[src/hw/rtl/page_split_scatter_gather_builder_defines.svh]
// Assertion macros shared by the page-split scatter-gather builder RTL.
// No dependencies; included by files that carry concurrent checks.
`ifndef PAGE_SPLIT_SCATTER_GATHER_BUILDER_DEFINES_SVH
`define PAGE_SPLIT_SCATTER_GATHER_BUILDER_DEFINES_SVH

// Clocked check, masked while reset is asserted.
`define PSSG_ASSERT(lbl, prop, msg) \
  lbl: assert property (@(posedge clk_i) disable iff (!rst_ni) (prop)) else $error(msg);

// Clocked check that also holds during reset.
`define PSSG_ASSERT_ALWAYS(lbl, prop, msg) \
  lbl: assert property (@(posedge clk_i) (prop)) else $error(msg);

`endif

[src/hw/rtl/pssg_pkg.sv]
// Package for the page-split scatter-gather builder: widths, codes, types.
// No dependencies.
package pssg_pkg;

  localparam int unsigned ADDR_W       = 32;
  localparam int unsigned LEN_W        = 13;
  localparam int unsigned PAGE_OFF_W   = 12;
  localparam int unsigned MAX_SEGMENTS = 16;
  localparam int unsigned CNT_W        = $clog2(MAX_SEGMENTS + 1);

  localparam logic [LEN_W-1:0] PAGE_BYTES = LEN_W'(13'h1000);

  // Input and output beat widths, rounded up to whole bytes
  localparam int unsigned IN_DATA_W  = 64;
  localparam int unsigned OUT_DATA_W = 48;

  typedef enum logic [1:0] {
    STAT_OK      = 2'd0,
    STAT_INVALID = 2'd1,
    STAT_LIMIT   = 2'd2
  } pssg_status_e;

  typedef enum logic {
    ST_IDLE = 1'b0,
    ST_RUN  = 1'b1
  } pssg_state_e;

  // One computed segment plus the request state that follows it
  typedef struct packed {
    logic [LEN_W-1:0]  take;
    logic [ADDR_W-1:0] next_addr;
    logic [ADDR_W-1:0] next_rem;
    logic              last;
    pssg_status_e      status;
  } pssg_seg_t;

endpackage

[src/hw/rtl/pssg_seg_unit.sv]
// Shared segment unit: cuts one segment off the request at the page boundary.
// Depends on pssg_pkg.
module pssg_seg_unit (
  input  logic [pssg_pkg::ADDR_W-1:0] addr_i,
  input  logic [pssg_pkg::ADDR_W-1:0] rem_i,
  input  logic [pssg_pkg::CNT_W-1:0]  cnt_i,
  output pssg_pkg::pssg_seg_t         seg_o
);

  logic [pssg_pkg::LEN_W-1:0]  avail;
  logic [pssg_pkg::LEN_W-1:0]  take;
  logic [pssg_pkg::ADDR_W-1:0] next_rem;
  logic                        at_limit;
  logic                        last;

  // Bytes left in the current page, 1 to 4096
  assign avail = pssg_pkg::PAGE_BYTES -
                 {1'b0, addr_i[pssg_pkg::PAGE_OFF_W-1:0]};

  // Segment length: lesser of page remainder and request remainder
  assign take = (rem_i < {{(pssg_pkg::ADDR_W-pssg_pkg::LEN_W){1'b0}}, avail}) ?
                rem_i[pssg_pkg::LEN_W-1:0] : avail;

  assign next_rem = rem_i - {{(pssg_pkg::ADDR_W-pssg_pkg::LEN_W){1'b0}}, take};
  assign at_limit = (cnt_i == pssg_pkg::CNT_W'(pssg_pkg::MAX_SEGMENTS - 1));
  assign last     = (next_rem == '0) || at_limit;

  always_comb begin
    seg_o.take      = take;
    seg_o.next_addr = addr_i + {{(pssg_pkg::ADDR_W-pssg_pkg::LEN_W){1'b0}}, take};
    seg_o.next_rem  = next_rem;
    seg_o.last      = last;
    seg_o.status    = (last && (next_rem != '0)) ? pssg_pkg::STAT_LIMIT :
                                                   pssg_pkg::STAT_OK;
  end

endmodule

[src/hw/rtl/page_split_scatter_gather_builder.sv]
// Top level of the page-split scatter-gather builder.
// Depends on pssg_pkg, pssg_seg_unit and the shared assertion macros.
//
//  channel   dir  tdata (low bit up)                       tlast  tuser
//  s_axis    in   start_address[31:0], byte_count[31:0]    -      -
//  m_axis    out  segment_address[31:0], segment_length    last   status
//                 [12:0], zero pad to 48 bits
//
// A request is taken only when the sequencer is idle. The accept cycle loads
// it; the shared segment unit then yields one segment per cycle while the
// output register is free, up to MAX_SEGMENTS (16) segments per request; an
// invalid request yields a single beat. The sequencer stalls while the output
// register holds a beat that m_axis does not take; the next request may be
// taken while the final segment waits.
// Reset (rst_ni low, asynchronous) returns the block to idle with no beat
// pending.
module page_split_scatter_gather_builder (
  input  logic                               clk_i,
  input  logic                               rst_ni,
  input  logic                               s_axis_tvalid,
  output logic                               s_axis_tready,
  // start_address[31:0], byte_count[63:32]
  input  logic [pssg_pkg::IN_DATA_W-1:0]     s_axis_tdata,
  output logic                               m_axis_tvalid,
  input  logic                               m_axis_tready,
  // segment_address[31:0], segment_length[44:32], zeros[47:45]
  output logic [pssg_pkg::OUT_DATA_W-1:0]    m_axis_tdata,
  output logic                               m_axis_tlast,
  // status[1:0]
  output logic [1:0]                         m_axis_tuser
);

  `include "page_split_scatter_gather_builder_defines.svh"

  pssg_pkg::pssg_state_e        state_q, state_d;
  logic [pssg_pkg::ADDR_W-1:0]  addr_q, addr_d;
  logic [pssg_pkg::ADDR_W-1:0]  rem_q, rem_d;
  logic [pssg_pkg::CNT_W-1:0]   cnt_q, cnt_d;
  logic                         inv_q, inv_d;

  logic                         ovalid_q, ovalid_d;
  logic [pssg_pkg::ADDR_W-1:0]  oaddr_q, oaddr_d;
  logic [pssg_pkg::LEN_W-1:0]   olen_q, olen_d;
  logic                         olast_q, olast_d;
  pssg_pkg::pssg_status_e       ostat_q, ostat_d;

  logic                         in_beat;
  logic                         out_free;
  pssg_pkg::pssg_seg_t          seg;

  assign s_axis_tready = (state_q == pssg_pkg::ST_IDLE);
  assign in_beat       = s_axis_tvalid && s_axis_tready;
  assign out_free      = !ovalid_q || m_axis_tready;

  pssg_seg_unit u_seg (
    .addr_i (addr_q),
    .rem_i  (rem_q),
    .cnt_i  (cnt_q),
    .seg_o  (seg)
  );

  // Sequencer: load request, then emit one segment per free output slot
  always_comb begin
    state_d  = state_q;
    addr_d   = addr_q;
    rem_d    = rem_q;
    cnt_d    = cnt_q;
    inv_d    = inv_q;
    ovalid_d = ovalid_q && !m_axis_tready;
    oaddr_d  = oaddr_q;
    olen_d   = olen_q;
    olast_d  = olast_q;
    ostat_d  = ostat_q;
    case (state_q)
      pssg_pkg::ST_IDLE: begin
        if (in_beat) begin
          addr_d  = s_axis_tdata[31:0];
          rem_d   = s_axis_tdata[63:32];
          cnt_d   = '0;
          inv_d   = (s_axis_tdata[31:0] == '0) || (s_axis_tdata[63:32] == '0);
          state_d = pssg_pkg::ST_RUN;
        end
      end
      pssg_pkg::ST_RUN: begin
        if (out_free) begin
          ovalid_d = 1'b1;
          if (inv_q) begin
            oaddr_d = '0;
            olen_d  = '0;
            olast_d = 1'b1;
            ostat_d = pssg_pkg::STAT_INVALID;
            state_d = pssg_pkg::ST_IDLE;
          end else begin
            oaddr_d = addr_q;
            olen_d  = seg.take;
            olast_d = seg.last;
            ostat_d = seg.status;
            addr_d  = seg.next_addr;
            rem_d   = seg.next_rem;
            cnt_d   = cnt_q + pssg_pkg::CNT_W'(1);
            if (seg.last) begin
              state_d = pssg_pkg::ST_IDLE;
            end
          end
        end
      end
      default: begin
        state_d = pssg_pkg::ST_IDLE;
      end
    endcase
  end

  // Control state
  always_ff @(posedge clk_i or negedge rst_ni) begin
    if (!rst_ni) begin
      state_q  <= pssg_pkg::ST_IDLE;
      ovalid_q <= 1'b0;
    end else begin
      state_q  <= state_d;
      ovalid_q <= ovalid_d;
    end
  end

  // Request and output payload
  always_ff @(posedge clk_i) begin
    addr_q  <= addr_d;
    rem_q   <= rem_d;
    cnt_q   <= cnt_d;
    inv_q   <= inv_d;
    oaddr_q <= oaddr_d;
    olen_q  <= olen_d;
    olast_q <= olast_d;
    ostat_q <= ostat_d;
  end

  assign m_axis_tvalid = ovalid_q;
  assign m_axis_tdata  = {{(pssg_pkg::OUT_DATA_W-pssg_pkg::ADDR_W-pssg_pkg::LEN_W){1'b0}},
                          olen_q, oaddr_q};
  assign m_axis_tlast  = olast_q;
  assign m_axis_tuser  = ostat_q;

  // Checks
  `PSSG_ASSERT(a_busy_after_req, in_beat |=> !s_axis_tready, "request not held")
  `PSSG_ASSERT(a_mid_status_ok,
               (m_axis_tvalid && !m_axis_tlast) |-> (ostat_q == pssg_pkg::STAT_OK),
               "non-final beat with status")
  `PSSG_ASSERT(a_invalid_shape,
               (m_axis_tvalid && (ostat_q == pssg_pkg::STAT_INVALID)) |->
               (m_axis_tlast && (olen_q == '0) && (oaddr_q == '0)),
               "malformed invalid beat")
  `PSSG_ASSERT(a_len_range,
               (m_axis_tvalid && (ostat_q != pssg_pkg::STAT_INVALID)) |->
               ((olen_q != '0) && (olen_q <= pssg_pkg::PAGE_BYTES)),
               "segment length out of range")

endmodule
[config.mk]
export PLATFORM = sky130hd
export DESIGN_NAME = page_split_scatter_gather_builder
export DESIGN_NICKNAME = d
export VERILOG_FILES = /design/src/hw/rtl/pssg_pkg.sv /design/src/hw/rtl/pssg_seg_unit.sv /design/src/hw/rtl/page_split_scatter_gather_builder.sv
export VERILOG_INCLUDE_DIRS = /design/src /design/src/hw/rtl
export SDC_FILE = /design/constraint.sdc
export NUM_CORES = 1
export LEC_CHECK = 0
export ABC_CLOCK_PERIOD_IN_PS = 12800
export BUFFER_PORTS_ARGS = -buffer_cell sky130_fd_sc_hd__buf_2
export CAP_MARGIN = 30
export CORE_UTILIZATION = 50
export DETAILED_ROUTE_END_ITERATION = 10
export PLACE_DENSITY = 0.71
export SLEW_MARGIN = 5
export SYNTH_ARGS = -nofsm -noshare
export SYNTH_HDL_FRONTEND = slang
export SYNTH_SLANG_ARGS = --single-unit
[constraint.sdc]
create_clock -name clk_i -period 12.8 [get_ports clk_i]
set_input_delay 0.64 -clock clk_i [delete_from_list [all_inputs] [get_ports clk_i]]
set_output_delay 0.64 -clock clk_i [all_outputs]
set_load 0.01 [all_outputs]
# Yosys cells after proc, flatten, opt, wreduce, memory -nomap -nowiden
# Index checks and enable logic that the tools add are counted.
# totals
out_inout_bits	53
ff_bits	120
# op_classes
eq_ne	4
n_lt_le_gt_ge	1
n_reduce_logical	15
bitwise_logic	1
add_sub_neg	4
muxes	21
# ops
cell	n
$mux W32	6
$pmux W32 S2	2
$logic_not A32 Y1	3
$add A32 B13 Y32	1
$lt A32 B13 Y1	1
$reduce_bool A32 Y1	1
$sub A32 B13 Y32	1
$mux W5	3
$mux W13	1
$sub A13 B12 Y13 const A	1
$pmux W5 S2	1
$mux W1	6
$add A5 B1 Y5 const B	1
$eq A5 B4 Y1 const B	1
$ne A2 B1 Y1 const B	2
$reduce_and A2 Y1	2
$logic_and A1 B1 Y1	3
$logic_or A1 B1 Y1	3
$reduce_and A3 Y1	1
$logic_not A1 Y1	2
$mux W2	1
$ne A2 B2 Y1 const B	1
$pmux W1 S2	1
$not A1 Y1	1

# Longest topological paths before layout
# depth
depth_word	10
mapped_depth	34

# Cells and area by module
# From an unflattened synthesis, not the netlist that was laid out.
# unflattened
cells_unflattened	889
area_unflattened_um2	9268.9
# by_module_without_submodules
module	area_per_inst_um2	cells_each	instances
page_split_scatter_gather_builder	5262.5	290	1
pssg_seg_unit	4006.3	599	1

# Least setup slack after synthesis
# No wires, ideal clock.
# synth_path
path_kind	reg2reg
from	register addr_q[1] (netlist name)
to	register ostat_q[1], in the netlist m_axis_tuser[1], data pin
period_less_slack_ns	6.897
setup_slack_ns	5.903
t_arrival_ns	6.641
setup_ns	0.256
path_stages_with_launch	31
path_cell_list	edfxtp_1 -> clkbuf_8 -> inv_1 -> ha_1 -> clkbuf_1 -> buf_1 -> a31oi_1 -> nor2_1 -> inv_1 -> ha_1 -> nand2_1 -> a31oi_2 -> maj3_4 -> a21o_4 -> nor2_8 -> buf_6 -> buf_2 -> buf_1 -> o21ai_0 -> ha_1 -> o221ai_1 -> a31oi_1 -> o31ai_1 -> a211oi_1 -> o31ai_1 -> a2bb2oi_2 -> nor3_1 -> xnor2_1 -> nand3_1 -> or4_1 -> o211a_1
# synth_rtl
item	line	text
start, declared	page_split_scatter_gather_builder.sv:36	logic [pssg_pkg::ADDR_W-1:0] addr_q, addr_d;
start signal, assigned	page_split_scatter_gather_builder.sv:126	addr_q <= addr_d;
end signal, assigned	page_split_scatter_gather_builder.sv:133	ostat_q <= ostat_d;
end, declared	page_split_scatter_gather_builder.sv:45	pssg_pkg::pssg_status_e ostat_q, ostat_d;

==> results.py <==
metrics = {
    "worst_setup_path": {
        "reg2reg_depth": 22,
        "r2r-start": "addr_q[3]",
        "crit_type": "register to register",
        "critPathRequiredTime_ns": 12.99,
        "r2r-end": "m_axis_tuser[1]",
        "critical_path.max_fanout": 37,
        "cp.arrival_ns": 8.05,
        "endpoint_kind": "register",
        "ff2ff_setup_slack_ns": 4.93,
        "startpoint_type": "register",
    },
    "clock_tree": {
        "cts-root-buf": "clkbuf_16",
        "cts_resized": 0,
        "insertion_delay_ns": 0.44,
        "clkTransAtPathRegs_ns": 0.06,
        "h-tree-depth": 4,
        "clockBufferDepth": 2,
        "cts_tree": "built",
        "cts_buffers": 17,
        "cts.sinks": 120,
    },
    "global_route": {
        "busiest_layer": "met1",
        "met3_usage_pct": 4.37,
        "met2_usage_pct": 40.4,
        "antenna_found_initial": 0,
        "grt_remaining_overflow": 0,
        "grt_pass1_wl_mm": 38.8,
        "grt_pass1_vias": 7073,
        "met1_usage_pct": 40.7,
        "grt_usage_pct": 27.6,
        "grt_start_max_net_pins": 57,
    },
    "worst_hold_path": {
        "hold_start": "m_axis_tready",
        "min_to": "m_axis_tvalid",
        "min_path_cells": 3,
        "hp-class": "input port to register",
    },
    "synth": {
        "ys_types": 99,
        "synthCells": 948,
        "syn_area_um2": 9040,
        "synthSimpleGateAreaFrac_pct": 20.7,
        "yosysSeqAreaShare_pct": 39.7,
        "synth_mux_area_share_pct": 2.73,
        "synth_ff_type": "edfxtp_1",
        "yosys_register_bits": 120,
        "synthArstFlopShare_pct": 1.67,
        "yosys.area_share.xor_xnor_pct": 7.76,
        "ys_warn_count": 0,
        "synth_area_per_cell_um2": 9.54,
        "synth_compound_area_share_pct": 19.3,
        "synth_edf_count": 118,
        "synth_top_family_by_area": "simple AND/OR/NAND/NOR gates",
        "synthAdderAreaFrac_pct": 4.32,
    },
    "run": {
        "maxCapViolCount": 0,
    },
    "final_layout": {
        "fillers": 1520,
        "insertedDiodeCount": 0,
        "drive_gt1_share_pct": 20.9,
        "utilization_pct": 58.9,
        "multi_input_area_um2": 4970,
        "final_nets": 1131,
        "register_area_um2": 3600,
        "syn2layout_area_growth_pct": 13.9,
        "stdcell_area_um2": 10300,
    },
    "die": {
        "io-pin-count": 121,
        "rows": 48,
        "dieHeight_um": 136,
        "die_x_um": 136,
        "start_util_pct": 51.7,
        "core_area_um2": 17500,
        "dieArea_um2": 18600,
    },
    "power_and_ir_drop": {
        "p_leak_nw": 3.89,
        "power.density_nw_per_um2": 278,
        "peakVddDrop_uv": 122,
    },
    "sta": {
        "max_freq_ghz": 0.127,
        "slew_violations": 0,
        "final.period_utilization_pct": 61.5,
        "tightest_slew_ns": 0.977,
        "setup_tns_ns": 0,
        "slew_headroom_pct": 34.0,
        "holdWs_ns": 0.471,
        "post-route-min-period_ns": 7.87,
        "clock_skew_ns": 0.0191,
        "hold_violations": 0,
        "rsz0062_at_grt": "no",
        "setup_viol": 0,
    },
    "detailed_routing": {
        "vias": 7790,
        "drt-total-wl_mm": 25.1,
        "antenna_left": 0,
        "vias_per_cell": 6.09,
        "initialDrtViolationCount": 803,
        "first_pass_iters": 5,
        "drc": 0,
        "wl_per_cell_um": 19.6,
    },
    "placement": {
        "gp_congestion": 0.956,
        "port_buffers": 117,
        "dpl_cell_area_um2": 9650,
        "dpl.hpwl_mm": 18.4,
    },
    "run_status": {
        "status": "finished clean",
    },
}
## routing by layer
metal / part of all wire (%) / vias to the layer above / wire, um
met5: 0 / - / 0
met4: 2.9 / 0 / 717
met3: 6.9 / 49 / 1720
met2: 44 / 334 / 11000
met1: 46 / 3664 / 11700
li1: - / 3743 / -
## worst max-delay path, cell delays in order (launching register included)
cell       delay (ns)
edfxtp_1         0.66
or4_1            0.75
nor2_1           0.43
and3_1           0.27
inv_1            0.08
ha_1             0.30
a211o_1          0.31
or4_4            0.45
a21o_4           0.26
nor2_8           0.45
o21ai_0          0.27
ha_1             0.33
o221ai_1         0.27
a31oi_1          0.13
o31ai_1          0.49
a211oi_1         0.20
o31ai_1          0.41
a2bb2oi_2        0.33
nor3_1           0.10
xnor2_1          0.19
nand3_1          0.10
or4_1            0.58
o211a_1          0.23
## repair_timing
action                                 CTS  global route
hold buffers                             1             0
buffers inserted                         0             0
endpoints found under the hold margin    2             0
## worst max-delay path by stage
stage,startpoint,end,depth (start not counted)
floorplan,addr_q[1],m_axis_tuser[1],30
global placement,addr_q[3],m_axis_tuser[1],22
detailed placement,addr_q[3],m_axis_tuser[1],22
CTS,addr_q[1],m_axis_tuser[1],25
global route,addr_q[1],m_axis_tuser[1],25
finish,addr_q[3],m_axis_tuser[1],22
## per-stage QoR
step,power (W),cells,setup WS (ns)
global placement,0.00227,1246,5.26
finish,0.00287,1279,4.93
global route,0.00303,1279,4.55
CTS,0.00283,1279,5.01
detailed placement,0.00229,1246,5.07
floorplan,0.00195,950,5.90
## cells in the mapped netlist (6+ instances only)
cell	count	area share, %
inv_1	40	1.7
clkbuf_1	29	1.2
o21ai_0	39	2.2
clkbuf_8	6	0.91
mux2_2	17	2.1
a211o_1	9	0.87
nor2_1	111	4.6
nor4_1	23	1.6
edfxtp_1	118	39
a21o_1	6	0.50
nand4_1	9	0.62
xor2_1	25	2.4
nand3_1	16	0.89
nor2b_1	24	1.7
and3_1	9	0.62
nand2b_1	6	0.42
a21oi_1	79	4.4
nor3_1	25	1.4
nand2_1	58	2.4
o31ai_1	8	0.66
maj3_1	9	1.0
or3_1	7	0.48
o211ai_1	17	1.4
ha_1	22	3.0
a31oi_1	12	0.83
xnor2_1	43	4.2
and2_1	17	1.2
## registers in the layout, summed over array words and instances (netlist names)
name / count
m_axis_tuser: 2
inv_q: 1
addr_q: 32
state_q: 1
oaddr_q: 32
m_axis_tlast: 1
cnt_q: 5
m_axis_tvalid: 1
olen_q: 13
rem_q: 32
## area by class of cell
type | count | area share (%)
Clock buffer | 18 | 4.17
Clock inverter | 14 | 2.05
Inverter | 40 | 1.46
Multi-Input combinational cell | 736 | 48.3
Sequential cell | 120 | 34.9
Tap cell | 225 | 2.73
Timing Repair Buffer | 126 | 6.37
## layout by cell type (no fill, tap or decap), types with 6 or more instances in the layout
master,synthesis,final
and2_1,17,16
nand3_1,16,16
edfxtp_1,118,118
inv_1,40,40
buf_2,4,117
xor2_1,25,25
o21ai_0,39,39
clkbuf_16,0,17
or3_1,7,7
nand4_1,9,9
mux2_2,17,17
nand2b_1,6,6
nor3_1,25,25
maj3_1,9,9
and3_1,9,9
o211ai_1,17,17
a21oi_1,79,79
o31ai_1,8,8
nand2_1,58,58
xnor2_1,43,43
a211o_1,9,9
buf_4,3,8
nor2_1,111,111
nor2b_1,24,24
ha_1,22,22
nor4_1,23,23
a31oi_1,12,12
## cell families (layout without fill, tap and decap cells)
group           after synthesis  count (layout)
simple gates                352             352
xor+xnor                     73              73
buf+inv                      94             198
other cells                   1               3
mux                          22              22
compound gates              253             253
flops                       120             120
fa+ha+maj                    33              33
## power breakdown
| part | internal, W | switching [W] |
|---|---|---|
| clock | 0.000332 | 0.000204 |
| combinational | 0.000629 | 0.000899 |
| sequential | 0.000621 | 0.000181 |
| total | 0.00158 | 0.00128 |
Power figures use the tool's default switching activity.
